<file path="src/hdl/acre_pkg.sv">
// ----------------------------------------------------------------------------
// acre_pkg
// Shared types, codes and helpers of the command and response engine.
// ----------------------------------------------------------------------------
`default_nettype none

package acre_pkg;

  localparam int QUEUE_DEPTH = 64;
  localparam int PTR_W       = $clog2(QUEUE_DEPTH);
  localparam int CNT_W       = PTR_W + 1;
  localparam int TAG_BITS    = 8;
  localparam int ADDR_W      = 64;
  localparam int CREDIT_W    = 7;
  localparam logic [CREDIT_W-1:0] CREDIT_MAX = 7'd64;

  // event kind, taken straight from the command field
  typedef enum logic [1:0] {
    KIND_ACCEL = 2'd0,
    KIND_DATA  = 2'd1,
    KIND_DRAIN = 2'd2,
    KIND_IDLE  = 2'd3
  } kind_t;

  localparam logic [2:0] CLS_INTR    = 3'd0;
  localparam logic [2:0] CLS_RESTART = 3'd1;
  localparam logic [2:0] CLS_RLOCK   = 3'd2;
  localparam logic [2:0] CLS_READ    = 3'd3;
  localparam logic [2:0] CLS_WUNLOCK = 3'd4;
  localparam logic [2:0] CLS_WRITE   = 3'd5;

  typedef enum logic [1:0] {
    MODE_RUNNING  = 2'd0,
    MODE_FLUSHING = 2'd1,
    MODE_LOCK     = 2'd2,
    MODE_NLOCK    = 2'd3
  } mode_t;

  localparam logic [1:0] CODE_DONE    = 2'd0;
  localparam logic [1:0] CODE_FLUSHED = 2'd1;
  localparam logic [1:0] CODE_AERROR  = 2'd2;
  localparam logic [1:0] CODE_NLOCK   = 2'd3;

  typedef enum logic [1:0] {
    ST_IDLE,
    ST_READ,
    ST_NEXT,
    ST_CMD
  } st_t;

  typedef struct packed {
    kind_t               kind;
    logic [TAG_BITS-1:0] tag;
    logic [2:0]          cls;
    logic [ADDR_W-1:0]   addr;
    logic                ok;
  } item_t;

  typedef struct packed {
    logic                resp_valid;
    logic [TAG_BITS-1:0] resp_tag;
    logic [1:0]          resp_code;
    logic                fetch_valid;
    logic [TAG_BITS-1:0] fetch_tag;
    logic [ADDR_W-1:0]   fetch_address;
    logic                supply_valid;
    logic [TAG_BITS-1:0] supply_tag;
    logic [ADDR_W-1:0]   supply_address;
    logic                interrupt;
    logic [CREDIT_W-1:0] credits;
    logic                overflow;
  } res_t;

  typedef struct packed {
    logic [TAG_BITS-1:0] tag;
    logic [ADDR_W-1:0]   addr;
    logic                unlock;
    logic                ok;
  } wr_ent_t;

  typedef struct packed {
    logic [TAG_BITS-1:0] tag;
    logic [1:0]          code;
  } rs_ent_t;

  function automatic logic [CREDIT_W-1:0] credit_up(logic [CREDIT_W-1:0] c);
    return (c < CREDIT_MAX) ? c + 7'd1 : c;
  endfunction

  function automatic logic [CREDIT_W-1:0] credit_down(logic [CREDIT_W-1:0] c);
    return (c != '0) ? c - 7'd1 : c;
  endfunction

endpackage

`default_nettype wire

</file>
<file path="src/hdl/acre_res_queue.sv">
// ----------------------------------------------------------------------------
// acre_res_queue
// Two-entry result queue between the engine and the result port.
// ----------------------------------------------------------------------------
`default_nettype none

module acre_res_queue (
  input  wire            clk,
  input  wire            rst_n,
  input  wire            res_push,
  input  acre_pkg::res_t res_in,
  output logic           res_room,
  output logic           res_empty,
  output acre_pkg::res_t res_out,
  input  wire            res_pop
);

  acre_pkg::res_t ent_r [2];
  logic       wp_r, rp_r;
  logic [1:0] cnt_r;
  logic       do_pop;

  assign res_room  = (cnt_r != 2'd2);
  assign res_empty = (cnt_r == 2'd0);
  assign do_pop    = res_pop && !res_empty;
  assign res_out   = ent_r[rp_r];

  // hold a finished result until it is taken
  always_ff @(posedge clk) begin
    if (res_push) ent_r[wp_r] <= res_in;
  end

  always_ff @(posedge clk) begin
    if (!rst_n) begin
      wp_r  <= 1'b0;
      rp_r  <= 1'b0;
      cnt_r <= 2'd0;
    end else begin
      if (res_push) wp_r <= ~wp_r;
      if (do_pop)   rp_r <= ~rp_r;
      cnt_r <= cnt_r + 2'(res_push) - 2'(do_pop);
    end
  end

endmodule

`default_nettype wire

</file>
<file path="config.mk">
export PLATFORM = sky130hd
export DESIGN_NAME = acre_res_queue
export DESIGN_NICKNAME = d
export VERILOG_FILES = /design/src/hdl/acre_pkg.sv /design/src/hdl/acre_res_queue.sv
export SDC_FILE = /design/constraint.sdc
export NUM_CORES = 1
export LEC_CHECK = 0
export ABC_AREA = 0
export BUFFER_PORTS_ARGS = -buffer_cell sky130_fd_sc_hd__clkbuf_2
export CORE_MARGIN = 4
export CORE_UTILIZATION = 35
export CTS_BUF_LIST = sky130_fd_sc_hd__clkbuf_4 sky130_fd_sc_hd__clkbuf_8 sky130_fd_sc_hd__clkbuf_16
export DETAILED_ROUTE_END_ITERATION = 12
export HOLD_SLACK_MARGIN = 0.15
export PLACE_DENSITY = 0.69
export SYNTH_ARGS = -nofsm -noshare
export SYNTH_HDL_FRONTEND = slang
export SYNTH_SLANG_ARGS = --single-unit
</file>
<file path="constraint.sdc">
create_clock -name clk -period 9.35 [get_ports clk]
set_input_delay 0.4675 -clock clk [delete_from_list [all_inputs] [get_ports clk]]
set_output_delay 0.4675 -clock clk [all_outputs]
set_load 0.005 [all_outputs]
</file>
==> reports/summary.txt <==
R2R Path Start -> wp_r
Req. time, crit path -> 8.88 ns
CTS tree -> built
clock slew at reported path FFs -> 0.06 ns
complex-gate fraction of the synthesized area -> 0.122%
chip height -> 195 um
post-synthesis mux area share -> 15.4%
Clock Path Buffers -> 3
Slew headroom -> 29.6%
full die area -> 38100 sq um
net switching power figure -> 0.896 mW
met3 usage -> 4.26%
Syn. warnings -> 0
CP Capture Type -> primary output
ys async rst share -> 0%
hold wc startpoint -> rst_n
switching part of the total power -> 23.0%
Leak Pwr -> 6.57 nW
share of layout cells above drive strength 1 -> 52.1%
FMAX -> 341 MHz
Core Footprint -> 34500 sq um
simple-gate share of the synthesized area -> 0.398%
largest net degree at the start of global routing -> 168
Max Cap Viol -> 0
register area -> 10100 sq um
chip width -> 195 um
Detail Placement HPWL -> 16100 um
area of the multi-input gates -> 2010 sq um
Routed WL -> 26900 um
largest family of logic cells by synthesized area -> multiplexers
Int Pwr -> 3.00 mW
initial antenna violation count -> 1
CP Class -> register to primary output
most used routing layer -> met2
# IOs -> 338
Area contributors post-synth -> edfxtp_1 81%, mux2_2 15%, buf_6 1.3%
status -> finished clean
final hold vios -> 0
synth-to-layout area growth -> 41.0%
CP Data Arrival Time -> 2.46 ns
GRT met1 Usage -> 15.2%
most common cell after layout, fill and taps aside -> clkbuf_2
total CTS buffers -> 37
initial core utilization -> 35.5%
TritonRoute pass-1 iters -> 4
Post-CTS Setup Bufs -> 0
fin crit period -> 2.93 ns
dominant cell type by area after synthesis -> edfxtp_1
Crit Path Max Fanout -> 76
most frequent cells in the layout -> 337 x clkbuf_2, 332 x edfxtp_1, 166 x mux2_2, 166 x dlygate4sd3_1, 39 x clkbuf_16
clk sinks -> 337
Setup-failing EPs final -> 0
TNS Setup -> 0 ns
Main synth FF type -> edfxtp_1
Period Utilization, post-route -> 31.3%
Routed Antenna Nets -> 0
GPL Wtd Cong -> 0.740
pwr dens -> 225 nW/um^2
power share of the combinational group -> 17.3%
netlist area before placement -> 12300 sq um
post-synthesis sequential area ratio -> 82.1%
clock skew -> 0.00795 ns
Clk network pwr share -> 37.0%
XOR/XNOR share of the synthesized area -> 0.184%
Syn Inst Count -> 539
grt total ovfl -> 0
Total Routing Usage GR -> 13.6%
number of global-route vias before repair -> 7597
Synth cell types -> 16
nets -> 1240
number of synthesized flops with an enable pin -> 332
Pins Over Slew Limit -> 0
RSZ-0062 raised after global routing -> false
DR vias -> 6969
clk root buf -> clkbuf_16
vias per cell -> 4.50
port bufs -> 337
startpoint types -> register
worst min-delay path class -> input port to register
Least-Margin Pin Slew -> 1.06 ns
met2 Resource Use GR -> 24.0%
Reg power frac -> 45.7%
total power -> 3.90 mW
fillcell total -> 2808
Adder-Cell Fraction of Synth Area -> 0.204%
routed length per instance -> 17.3 um
Avg Cell Area, Syn -> 22.7 sq um
VDD IR max -> 0.151 mV
post-synth top area share -> 81.3%
first-iteration detailed-routing DRC count -> 263
clock latency on the worst-skew pair -> 0.51 ns
global-route wire length before repair -> 41000 um
row cnt -> 68
Max H-tree Level -> 2
Syn Nets -> 711
DRC -> 0
FF+latch count, synth -> 337
## layout make-up
type                       instances  area share, %
timing repair buffer             508           19.7
multi-input combinational        182           11.6
sequential                       337           58.3
antenna                            2         0.0290
tap                              455           3.29
clock inverter                    21           1.22
clock buffer                      43           5.82
inverter                           2         0.0434
## synthesized netlist by cell type (all sizes together) (2+ instances only)
library cell,number
and2,2
buf,18
dfxtp,5
edfxtp,332
ha,2
inv,2
mux2,166
mux2i,2
nand2,2
nor2b,3
o21a,2
## sequential cells by signal (all words and copies together), names as in the netlist, named ones only
name,flops
ent_r,332
rp_r,1
cnt_r,2
wp_r,1
## worst max-delay path: stages, from the launching register on
cell      delay [ns]
dfxtp_4         0.48
buf_4           0.81
mux2_2          0.43
clkbuf_2        0.13
## cell families (layout without fill, tap and decap cells)
kind of cell | Yosys count | count (layout)
AOI/OAI and AO/OA | 2 | 2
xor gates and xnor gates | 1 | 1
adders and majority gates | 2 | 2
buffers and inverters | 20 | 574
DFF | 337 | 337
muxes | 168 | 168
other | 0 | 2
and+or+nand+nor | 9 | 9
## through the flow
| stage | instances | worst slack, ns | cell area [sq um] | hold slack (ns) | utilization, % |
|---|---|---|---|---|---|
| 2_1_floorplan | 539 | 0.967 | 12300 | 0.452 | - |
| 3_3_place_gp | 1318 | 6.82 | 14400 | 0.463 | 41.7 |
| 3_5_place_dp | 1318 | 6.83 | 14400 | 0.472 | 41.7 |
| 4_1_cts | 1548 | 6.36 | 17300 | 0.179 | 50.0 |
| 5_1_grt | 1550 | 6.27 | 17300 | 0.210 | 50.0 |
| 6_report | 1550 | 6.42 | 17300 | 0.213 | 50.0 |
## layer usage
layer | up-vias | part of all wire [%] | wire length (um)
li1 | 3214 | - | -
met1 | 3422 | 37 | 10000
met2 | 268 | 51 | 13800
met3 | 65 | 7.5 | 2030
met4 | 0 | 3.9 | 1050
met5 | - | 0 | 0
## power groups by stage
| stage | registers (mW) | logic, mW | clock network, mW |
|---|---|---|---|
| final | 1.78 | 0.674 | 1.44 |
| after global routing | 1.79 | 0.725 | 1.56 |
| after CTS | 1.78 | 0.682 | 1.48 |
| after detailed placement | 1.81 | 0.620 | 0 |
| after global placement | 1.81 | 0.616 | 0 |
| after floorplan | 1.81 | 0.384 | 0 |
## worst paths after layout
kind	slack [ns]	to	cells past startpoint
setup / recovery	6.42	res_out[130]	3
hold / removal	0.21	wp_r	2
setup reg to reg	7.10	ent_r[1][13]	2
hold reg to reg	0.48	register	2
## what timing repair did
action / 4_1_cts / 5_1_grt
hold buffers: 166 / 0
endpoints found under the hold margin: 332 / 0
resized for setup: 0 / 0
Note: power is estimated with default switching activity, not from simulation.
