--- config.mk ---
export PLATFORM = sky130hd
export DESIGN_NAME = acre_front
export DESIGN_NICKNAME = d
export VERILOG_FILES = /design/src/hdl/acre_pkg.sv /design/src/hdl/acre_front.sv
export SDC_FILE = /design/constraint.sdc
export NUM_CORES = 1
export LEC_CHECK = 0
export BUFFER_PORTS_ARGS = -buffer_cell sky130_fd_sc_hd__buf_2
export CAP_MARGIN = 5
export CORE_MARGIN = 2
export CORE_UTILIZATION = 25
export DETAILED_ROUTE_END_ITERATION = 16
export GPL_TIMING_DRIVEN = 0
export PLACE_DENSITY = 0.48
export SETUP_SLACK_MARGIN = 0.15
export SYNTH_ARGS = -nofsm -noshare
export SYNTH_HDL_FRONTEND = slang
export SYNTH_SLANG_ARGS = --single-unit
--- constraint.sdc ---
create_clock -name clk -period 6.7 [get_ports clk]
set_clock_uncertainty 0.15 [all_clocks]
set_input_delay 0.67 -clock clk [delete_from_list [all_inputs] [get_ports clk]]
set_output_delay 0.67 -clock clk [all_outputs]
set_load 0.05 [all_outputs]
--- src/hdl/acre_pkg.sv ---
// ----------------------------------------------------------------------------
// acre_pkg
// Shared types, codes and helpers of the command and response engine.
// ----------------------------------------------------------------------------
`default_nettype none

package acre_pkg;

  localparam int QUEUE_DEPTH = 64;
  localparam int PTR_W       = $clog2(QUEUE_DEPTH);
  localparam int CNT_W       = PTR_W + 1;
  localparam int TAG_BITS    = 8;
  localparam int ADDR_W      = 64;
  localparam int CREDIT_W    = 7;
  localparam logic [CREDIT_W-1:0] CREDIT_MAX = 7'd64;

  // event kind, taken straight from the command field
  typedef enum logic [1:0] {
    KIND_ACCEL = 2'd0,
    KIND_DATA  = 2'd1,
    KIND_DRAIN = 2'd2,
    KIND_IDLE  = 2'd3
  } kind_t;

  localparam logic [2:0] CLS_INTR    = 3'd0;
  localparam logic [2:0] CLS_RESTART = 3'd1;
  localparam logic [2:0] CLS_RLOCK   = 3'd2;
  localparam logic [2:0] CLS_READ    = 3'd3;
  localparam logic [2:0] CLS_WUNLOCK = 3'd4;
  localparam logic [2:0] CLS_WRITE   = 3'd5;

  typedef enum logic [1:0] {
    MODE_RUNNING  = 2'd0,
    MODE_FLUSHING = 2'd1,
    MODE_LOCK     = 2'd2,
    MODE_NLOCK    = 2'd3
  } mode_t;

  localparam logic [1:0] CODE_DONE    = 2'd0;
  localparam logic [1:0] CODE_FLUSHED = 2'd1;
  localparam logic [1:0] CODE_AERROR  = 2'd2;
  localparam logic [1:0] CODE_NLOCK   = 2'd3;

  typedef enum logic [1:0] {
    ST_IDLE,
    ST_READ,
    ST_NEXT,
    ST_CMD
  } st_t;

  typedef struct packed {
    kind_t               kind;
    logic [TAG_BITS-1:0] tag;
    logic [2:0]          cls;
    logic [ADDR_W-1:0]   addr;
    logic                ok;
  } item_t;

  typedef struct packed {
    logic                resp_valid;
    logic [TAG_BITS-1:0] resp_tag;
    logic [1:0]          resp_code;
    logic                fetch_valid;
    logic [TAG_BITS-1:0] fetch_tag;
    logic [ADDR_W-1:0]   fetch_address;
    logic                supply_valid;
    logic [TAG_BITS-1:0] supply_tag;
    logic [ADDR_W-1:0]   supply_address;
    logic                interrupt;
    logic [CREDIT_W-1:0] credits;
    logic                overflow;
  } res_t;

  typedef struct packed {
    logic [TAG_BITS-1:0] tag;
    logic [ADDR_W-1:0]   addr;
    logic                unlock;
    logic                ok;
  } wr_ent_t;

  typedef struct packed {
    logic [TAG_BITS-1:0] tag;
    logic [1:0]          code;
  } rs_ent_t;

  function automatic logic [CREDIT_W-1:0] credit_up(logic [CREDIT_W-1:0] c);
    return (c < CREDIT_MAX) ? c + 7'd1 : c;
  endfunction

  function automatic logic [CREDIT_W-1:0] credit_down(logic [CREDIT_W-1:0] c);
    return (c != '0) ? c - 7'd1 : c;
  endfunction

endpackage

`default_nettype wire

--- src/hdl/acre_front.sv ---
// ----------------------------------------------------------------------------
// acre_front
// Input queue: accepts events, classifies them and holds up to two.
// ----------------------------------------------------------------------------
`default_nettype none

module acre_front (
  input  wire                         clk,
  input  wire                         rst_n,
  input  wire                         in_push,
  output logic                        in_full,
  input  wire  [1:0]                  in_command,
  input  wire  [acre_pkg::TAG_BITS-1:0] in_tag,
  input  wire  [2:0]                  in_cmd_class,
  input  wire  [acre_pkg::ADDR_W-1:0] in_address,
  input  wire                         in_address_ok,
  output logic                        fe_valid,
  output acre_pkg::item_t             fe_item,
  input  wire                         fe_pop
);

  acre_pkg::item_t ent_r [2];
  logic       wp_r, rp_r;
  logic [1:0] cnt_r;
  logic       do_push, do_pop;

  assign in_full  = (cnt_r == 2'd2);
  assign do_push  = in_push && !in_full;
  assign fe_valid = (cnt_r != 2'd0);
  assign do_pop   = fe_pop && fe_valid;
  assign fe_item  = ent_r[rp_r];

  // classify and store an accepted transfer
  always_ff @(posedge clk) begin
    if (do_push) begin
      ent_r[wp_r].kind <= acre_pkg::kind_t'(in_command);
      ent_r[wp_r].tag  <= in_tag;
      ent_r[wp_r].cls  <= in_cmd_class;
      ent_r[wp_r].addr <= in_address;
      ent_r[wp_r].ok   <= in_address_ok;
    end
  end

  // advance pointers and count
  always_ff @(posedge clk) begin
    if (!rst_n) begin
      wp_r  <= 1'b0;
      rp_r  <= 1'b0;
      cnt_r <= 2'd0;
    end else begin
      if (do_push) wp_r <= ~wp_r;
      if (do_pop)  rp_r <= ~rp_r;
      cnt_r <= cnt_r + 2'(do_push) - 2'(do_pop);
    end
  end

endmodule

`default_nettype wire

==> results of run 1 <==
cell families (layout without fill, tap and decap cells):
logic type / count (synthesis) / in the layout
other: 0 / 2
flip-flops: 161 / 161
multiplexers: 79 / 79
buffers and inverters: 12 / 208
XOR/XNOR: 3 / 3
adder cells (fa/ha/maj): 2 / 2
AND/OR/NAND/NOR: 11 / 11
AO/OA/AOI/OAI: 1 / 1
per-stage QoR:
stage,total power (µW),hold slack (ns)
after CTS,3440,0.264
after floorplan,2220,0.305
after global placement,2480,0.315
after detailed placement,2500,0.359
final,3380,0.290
after global routing,3540,0.265
sequential cells by signal, summed over array words and instances, names as in the netlist, named ones only:
signal,count
ent_r,156
cnt_r,2
rp_r,1
wp_r,1
report_power, final:
part / switching, µW / leakage (µW) / internal [µW]
sequential: 32.4 / 0.00150 / 1260
clock: 383 / 0.000263 / 546
combinational: 810 / 0.00116 / 341
final cells by class:
type                    count  area (µm²)
clock buffers              18         429
well taps                 319         399
plain buffers               9        70.1
clock inverters            14         140
inverters                   3        11.3
diodes                      2        5.00
repair buffers            164         873
flip-flops and latches    161        4780
fillers                  2315       15600
multi-input cells          96        1090
cell usage in the layout, fill, tap and decap left out, types with 2 or more instances in the layout:
cell type,n
nor2_1,3
buf_2,166
mux2_4,20
buf_12,2
nand2b_1,2
edfxtp_1,156
clkinv_1,4
clkinv_4,3
inv_1,3
clkbuf_16,17
nand2_1,2
xnor2_1,2
mux2_2,58
clkinvlp_4,4
diode_2,2
ha_1,2
dfxtp_1,5
buf_6,4
bufinv_16,2
worst max-delay path by stage:
stage / from / endpoint
floorplan: in_push / ent_r[0][0]
global placement: in_push / ent_r[0][73]
detailed placement: in_push / ent_r[0][65]
CTS: register / fe_item[59]
global route: register / fe_item[58]
finish: register / fe_item[59]
layer usage:
metal | GRT usage (%) | up-vias | part of all wire (%)
met4 | 3.82 | 0 | 1.4
met2 | 16.0 | 102 | 50
li1 | - | 1426 | -
met1 | 11.0 | 1557 | 41
met5 | 0 | - | 0
met3 | 4.16 | 10 | 7.3
worst max-delay path, delay by kind of cell, from the launching register on:
family / cells / cell delay (ns)
muxes: 1 / 0.31
buffers and inverters: 4 / 0.70
DFF: 1 / 0.32
synth_stat cells, drive strengths merged:
cell type  count  area [µm²]
edfxtp       156        4680
mux2          78         953
buf            9        70.1
dfxtp          5         100
nor2           4        15.0
inv            3        11.3
ha             2        25.0
nand2          2        7.51
nand2b         2        12.5
xnor2          2        17.5
and2           1        6.26
and3           1        6.26
mux2i          1        10.0
o21a           1        7.51
or2            1        6.26
xor2           1        8.76
==> impl_metrics.json, run 1 <==
{
  "place_congestion": 0.690,
  "syn_nets": 353,
  "slew_violations": 0,
  "rsz0062_at_grt": "no",
  "synth_fa_ha_area_share_pct": 0.421,
  "startpoint_type": "register",
  "postSynthAreaPerCell_um2": 22.1,
  "hold_viol": 0,
  "cp_data_required_time_ns": 5.88,
  "ys_warn_count": 0,
  "final_cell_area_um2": 7800,
  "critPathSlowestCell": "dfxtp_1",
  "max-slew-margin-rel_pct": 42.5,
  "start_util_pct": 25.4,
  "worstHoldStart": "in_address[40]",
  "hold_path.class": "input pin to register",
  "place_inst": 752,
  "track_usage_pct": 9.66,
  "cts_resized": 0,
  "ys_ff_latch": 161,
  "synth-seq-area-share_pct": 80.5,
  "grt_pass1_vias": 3287,
  "cts.clk_slew.worst_paths_ns": 0.06,
  "synth_top_family_by_area": "multiplexers",
  "ios": 162,
  "synthSimpleGateAreaFrac_pct": 0.905,
  "arrival_ns": 1.77,
  "hold_buffers": 0,
  "crit_path_frequent_cell": "buf_6",
  "fin_ws_ns": 4.11,
  "rows": 56,
  "dr_total_vias": 3095,
  "criticalPathCategory": "register to primary output",
  "via_per_inst": 3.94,
  "htreeDepth": 4,
  "status": "complete, no violations",
  "synthesis.instances": 269,
  "clockRootBuffer": "clkbuf_16",
  "overflow": 0,
  "min_to": "ent_r[1][41]",
  "end_kind": "primary output",
  "coreArea_um2": 23400,
  "clock-sinks": 161,
  "synth_cell_types": 18,
  "cts_tree": "done",
  "worst-r2r-cell-count": 4,
  "fin_setup_tns_ns": 0,
  "tightest_slew_ns": 0.861,
  "postLayoutCoreUtil_pct": 33.3,
  "synth-compound-area-share_pct": 0.126,
  "wl_um": 11900,
  "ant_nets": 0,
  "whs_path_depth": 1,
  "grt_pass1_wl_um": 17800,
  "die_x_um": 158,
  "dp.final_hpwl_um": 8140,
  "r2r_end": "ent_r[0][65]",
  "fin_crit_ns": 2.59,
  "dp_worst_setup_slack_ns": 4.27,
  "finalCritPeriodShare_pct": 38.6,
  "power_density_nw_per_um2": 433,
  "path_max_fanout": 10,
  "nets": 536,
  "dpl_cell_area_um2": 7230,
  "cts_setup_buffers": 0,
  "cp_slowest_stage_delay_ns": 0.32,
  "cts_made_buffers": 17,
  "dieArea_um2": 25000,
  "crit_chain": "buf_6 > buf_6 > buf_6 > mux2_4 > buf_2",
  "synthMuxAreaShare_pct": 16.2,
  "wl_per_cell_um": 15.2,
  "die_h_um": 158,
  "drcViolationCount": 0,
  "netlist_area_um2": 5940,
  "antenna_found_initial": 2,
  "grt_max_degree": 45,
  "port_buffers": 161,
  "cap_violations": 0,
  "rrSetupSlack_ns": 4.54,
  "insertion_delay_ns": 0.41,
  "r2r_start": "cnt_r[0]",
  "fmax_mhz": 387,
  "area_growth_pct": 31.3,
  "cts.path.max_buffers": 2,
  "setup_violations": 0,
  "p_leak_uw": 0.00292,
  "dr.pass1.iters": 4,
  "irDropWorstVdd_v": 0.000214,
  "drive_above_1_share_pct": 60.4,
  "drt_first_iter_violations": 116,
  "synth_xor_area_share_pct": 0.442,
  "instances_no_fill": 786
}
(Power assumes the default switching activity.)
==> run 2, diff against run 1 <==
==> constraint.sdc (replaced) <==
create_clock -name clk -period 2.4 [get_ports clk]
set_clock_uncertainty 0.15 [all_clocks]
set_input_delay 0.24 -clock clk [delete_from_list [all_inputs] [get_ports clk]]
set_output_delay 0.24 -clock clk [all_outputs]
set_load 0.05 [all_outputs]
==> impl_metrics.json, run 2 (same netlist as run 1, synthesis figures left out) <==
{
  "cts.path.max_buffers": 2,
  "cts.clk_slew.worst_paths_ns": 0.06,
  "die_x_um": 158,
  "ios": 162,
  "rsz0062_at_grt": "no",
  "p_leak_uw": 0.00325,
  "drt_first_iter_violations": 141,
  "clockRootBuffer": "clkbuf_16",
  "cap_violations": 0,
  "via_per_inst": 3.89,
  "dr_total_vias": 3356,
  "ant_nets": 0,
  "nFillCells": 2244,
  "finalCritPeriodShare_pct": 88.5,
  "drive_above_1_share_pct": 52.9,
  "area_growth_pct": 44.4,
  "htreeDepth": 4,
  "fin_setup_tns_ns": 0,
  "clock-sinks": 161,
  "most-common-layout-cells": "buf_2 (166), edfxtp_1 (156), dlygate4sd3_1 (79)",
  "rows": 56,
  "fin_ws_ns": 0.276,
  "wl_um": 12200,
  "cp_slowest_stage_delay_ns": 0.32,
  "cts_tree": "done",
  "overflow": 0,
  "hold_path.class": "input pin to register",
  "wl_per_cell_um": 14.2,
  "crit_chain": "buf_6 > buf_8 > buf_8 > mux2_4 > buf_2",
  "grt_pass1_wl_um": 18200,
  "dp.final_hpwl_um": 7830,
  "place_congestion": 0.637,
  "final_cell_area_um2": 8580,
  "hold_viol": 0,
  "track_usage_pct": 9.80,
  "power_density_nw_per_um2": 1100,
  "fin_crit_ns": 2.12,
  "insertion_delay_ns": 0.41,
  "tightest_slew_ns": 0.780,
  "power_uw": 9430,
  "start_util_pct": 25.4,
  "dr.pass1.iters": 4,
  "irDropWorstVdd_v": 0.000435,
  "grt_max_degree": 44,
  "startpoint_type": "register",
  "status": "complete, no violations",
  "n_antenna_cell": 0,
  "regMostFlops": "ent_r",
  "critPathSlowestCell": "dfxtp_1",
  "criticalPathCategory": "register to primary output",
  "end_kind": "primary output",
  "path_max_fanout": 10,
  "dp_worst_setup_slack_ns": 0.381,
  "largest_reg_flops": 156,
  "dieArea_um2": 25000,
  "postLayoutCoreUtil_pct": 36.7,
  "cts_setup_buffers": 0,
  "top_regs": "ent_r x156, cnt_r x2",
  "crit_path_frequent_cell": "buf_8",
  "max-slew-margin-rel_pct": 47.9,
  "dpl_cell_area_um2": 7240,
  "grt_pass1_vias": 3598,
  "drcViolationCount": 0,
  "die_h_um": 158,
  "arrival_ns": 1.73,
  "setup_violations": 0,
  "coreArea_um2": 23400,
  "cts_made_buffers": 17,
  "port_buffers": 161,
  "slew_violations": 0,
  "fmax_mhz": 471,
  "nets": 615,
  "cp_data_required_time_ns": 2.01,
  "antenna_found_initial": 0,
  "final_common_cell": "buf_2"
}
-- run 2: cell count changes in the layout (fill, tap and decap cells not counted), sizes merged --
| cell | before | now |
|---|---|---|
| dlygate4sd3 | 0 | 79 |
| clkinv | 7 | 6 |
| bufinv | 2 | 0 |
| inv | 4 | 7 |
| diode | 2 | 0 |
-- run 2: metal layers --
metal / up-vias / part of all wire, % / routed length (µm) / global-route usage (%)
li1: 1584 / - / - / -
met5: - / 0 / 0 / 0
met1: 1661 / 43 / 5280 / 11.1
met2: 102 / 50 / 6130 / 17.1
met3: 9 / 5.8 / 707 / 3.56
met4: 0 / 0.98 / 120 / 3.35
-- run 2: repair_timing --
item	CTS	global route
hold buffers	79	0
setup endpoints to repair	0	20
hold endpoints to repair	161	0
gates resized for setup	0	3
-- run 2: worst paths after layout --
| path | depth (start not counted) | slack (ns) | from | end |
|---|---|---|---|---|
| worst min register to register | 2 | 0.37 | rp_r | rp_r |
| worst max-delay path | 5 | 0.28 | register | fe_item[74] |
| worst max register to register | 4 | 0.43 | cnt_r[0] | ent_r[0][63] |
| worst min-delay path | 3 | 0.03 | in_push | wp_r |
-- run 2: stage by stage --
stage	hold slack (ns)	std cells
global placement	0.278	749
floorplan	0.189	269
finish	0.0306	863
CTS	0.000773	863
global route	0.0102	863
detailed placement	0.281	752
-- run 2: cell type report --
class | instances | area [µm²] | share of cell area (%)
inverters | 3 | 11.3 | 0.131
repair buffers | 243 | 1660 | 19.4
multi-input cells | 96 | 1100 | 12.9
flip-flops and latches | 161 | 4790 | 55.8
plain buffers | 9 | 81.3 | 0.948
clock buffers | 18 | 429 | 5.00
well taps | 319 | 399 | 4.65
clock inverters | 14 | 106 | 1.24
-- run 2: where the power goes --
| group | total [µW] | internal [µW] | switching (µW) |
|---|---|---|---|
| clock | 2470 | 1330 | 1140 |
| combinational | 3340 | 1060 | 2280 |
| sequential | 3620 | 3530 | 94.3 |
| total | 9430 | 5920 | 3510 |
-- run 2: critical path: cells and delay by family, from the launching register on --
kind,cells,cell delay [ns]
buffers and inverters,4,0.67
muxes,1,0.31
DFF,1,0.32
==> run 3, diff against run 2 <==
--- a/config.mk
+++ b/config.mk
@@ -7,6 +7,7 @@
 export LEC_CHECK = 0
 export BUFFER_PORTS_ARGS = -buffer_cell sky130_fd_sc_hd__buf_2
 export CAP_MARGIN = 5
+export CORE_ASPECT_RATIO = 1.5
 export CORE_MARGIN = 2
 export CORE_UTILIZATION = 25
 export DETAILED_ROUTE_END_ITERATION = 16
==> impl_metrics.json, run 3 (same netlist as run 1, synthesis figures left out) <==
{
  "status": "complete, no violations",
  "via_per_inst": 3.88,
  "r2r_end": "ent_r[0][68]",
  "final_common_cell": "buf_2",
  "place_congestion": 0.645,
  "cts_setup_buffers": 0,
  "grt_max_degree": 42,
  "ant_nets": 0,
  "cts_tree": "done",
  "irDropWorstVdd_v": 0.000475,
  "final_cell_area_um2": 8670,
  "wl_um": 12300,
  "regMostFlops": "ent_r",
  "grt_pass1_wl_um": 18200,
  "rsz0062_at_grt": "yes",
  "worst-r2r-cell-count": 4,
  "cap_violations": 0,
  "instances_no_fill": 864,
  "slew_violations": 0,
  "end_kind": "primary output",
  "clockRootBuffer": "clkbuf_16",
  "nFillCells": 2306,
  "dr_total_vias": 3353,
  "power_density_nw_per_um2": 1130,
  "fin_ws_ns": 0.234,
  "wl_per_cell_um": 14.2,
  "hold_path.class": "input pin to register",
  "cts.clk_slew.worst_paths_ns": 0.07,
  "place_inst": 752,
  "dr.pass1.iters": 4,
  "grt_pass1_vias": 3623,
  "max-slew-margin-rel_pct": 37.7,
  "most-common-layout-cells": "buf_2 (164), edfxtp_1 (156), dlygate4sd3_1 (80)",
  "largest_reg_flops": 156,
  "ios": 162,
  "dieArea_um2": 25000,
  "path_max_fanout": 10,
  "critPathCapture": "fe_item[59]",
  "hold_viol": 0,
  "die_h_um": 193,
  "dp.final_hpwl_um": 8010,
  "cp_data_required_time_ns": 2.01,
  "cts_made_buffers": 17,
  "setup_violations": 0,
  "overflow": 0,
  "drive_above_1_share_pct": 52.5,
  "nets": 616,
  "start_util_pct": 25.3,
  "coreArea_um2": 23500,
  "startpoint_type": "register",
  "n_antenna_cell": 0,
  "top_regs": "ent_r x156, cnt_r x2",
  "track_usage_pct": 9.88,
  "rows": 69,
  "fin_crit_ns": 2.17,
  "area_growth_pct": 46.0,
  "cts.path.max_buffers": 2,
  "drcViolationCount": 0,
  "fmax_mhz": 462,
  "clock-sinks": 161,
  "p_leak_uw": 0.00329,
  "tightest_slew_ns": 0.932,
  "dpl_cell_area_um2": 7240,
  "criticalPathCategory": "register to primary output",
  "finalCritPeriodShare_pct": 90.3,
  "drt_first_iter_violations": 131,
  "htreeDepth": 4,
  "rrSetupSlack_ns": 0.31,
  "port_buffers": 161,
  "dp_worst_setup_slack_ns": 0.242,
  "arrival_ns": 1.78,
  "antenna_found_initial": 0,
  "die_x_um": 130,
  "insertion_delay_ns": 0.43,
  "r2r_start": "cnt_r[0]"
}
## run 3: worst min path at each step
stage,startpoint,endpoint,slack [ns],cells after the start
4_1_cts,fe_pop,register,0.08,4
5_1_grt,fe_pop,register,0.13,4
6_report,fe_pop,register,0.10,4
3_5_place_dp,in_address[53],ent_r[0][54],0.28,1
3_3_place_gp,in_address[54],ent_r[0][55],0.28,1
2_1_floorplan,in_address_ok,ent_r[0][0],0.19,0
## run 3: layout make-up
cell class | instances | area, µm² | share of cell area [%]
Multi-Input combinational cell | 96 | 1100 | 12.7
Clock inverter | 14 | 189 | 2.18
Inverter | 3 | 11.3 | 0.130
Timing Repair Buffer | 244 | 1670 | 19.3
Clock buffer | 18 | 429 | 4.95
Sequential cell | 161 | 4790 | 55.2
Tap cell | 319 | 399 | 4.60
Buffer | 9 | 82.6 | 0.952
## run 3: worst max-delay path, stage by stage (launching register included)
cell and delay, ns:
dfxtp_1 0.32, buf_6 0.14, buf_6 0.18, buf_8 0.18
mux2_4 0.31, buf_2 0.21
## run 3: where the power goes
part           leakage (µW)  switching, µW  internal, µW
sequential          0.00150           92.7          3530
clock              0.000299           1100          1740
combinational       0.00150           2270          1060
total               0.00329           3470          6330
## run 3: timing repair
action                                 in CTS  in global routing
hold buffers                               80                  0
setup endpoints to repair                  15                 34
endpoints found under the hold margin     161                  0
resized for setup                           0                  4
## run 3: per-stage QoR
step / hold WS [ns] / utilization, % / TNS [ns] / power, µW
6_report: 0.101 / 36.9 / 0 / 9800
5_1_grt: 0.131 / 36.9 / 0 / 10200
4_1_cts: 0.0753 / 36.9 / 0 / 9970
3_5_place_dp: 0.281 / 30.8 / 0 / 6970
3_3_place_gp: 0.278 / 30.5 / -62.71 / 6890
2_1_floorplan: 0.189 / - / 0 / 6200
## run 3: layer usage
metal | up-vias | track usage (%) | wire, µm
li1 | 1583 | - | -
met1 | 1661 | 9.84 | 4740
met2 | 97 | 18.4 | 6790
met3 | 12 | 3.33 | 595
met4 | 0 | 4.09 | 188
met5 | - | 0 | 0
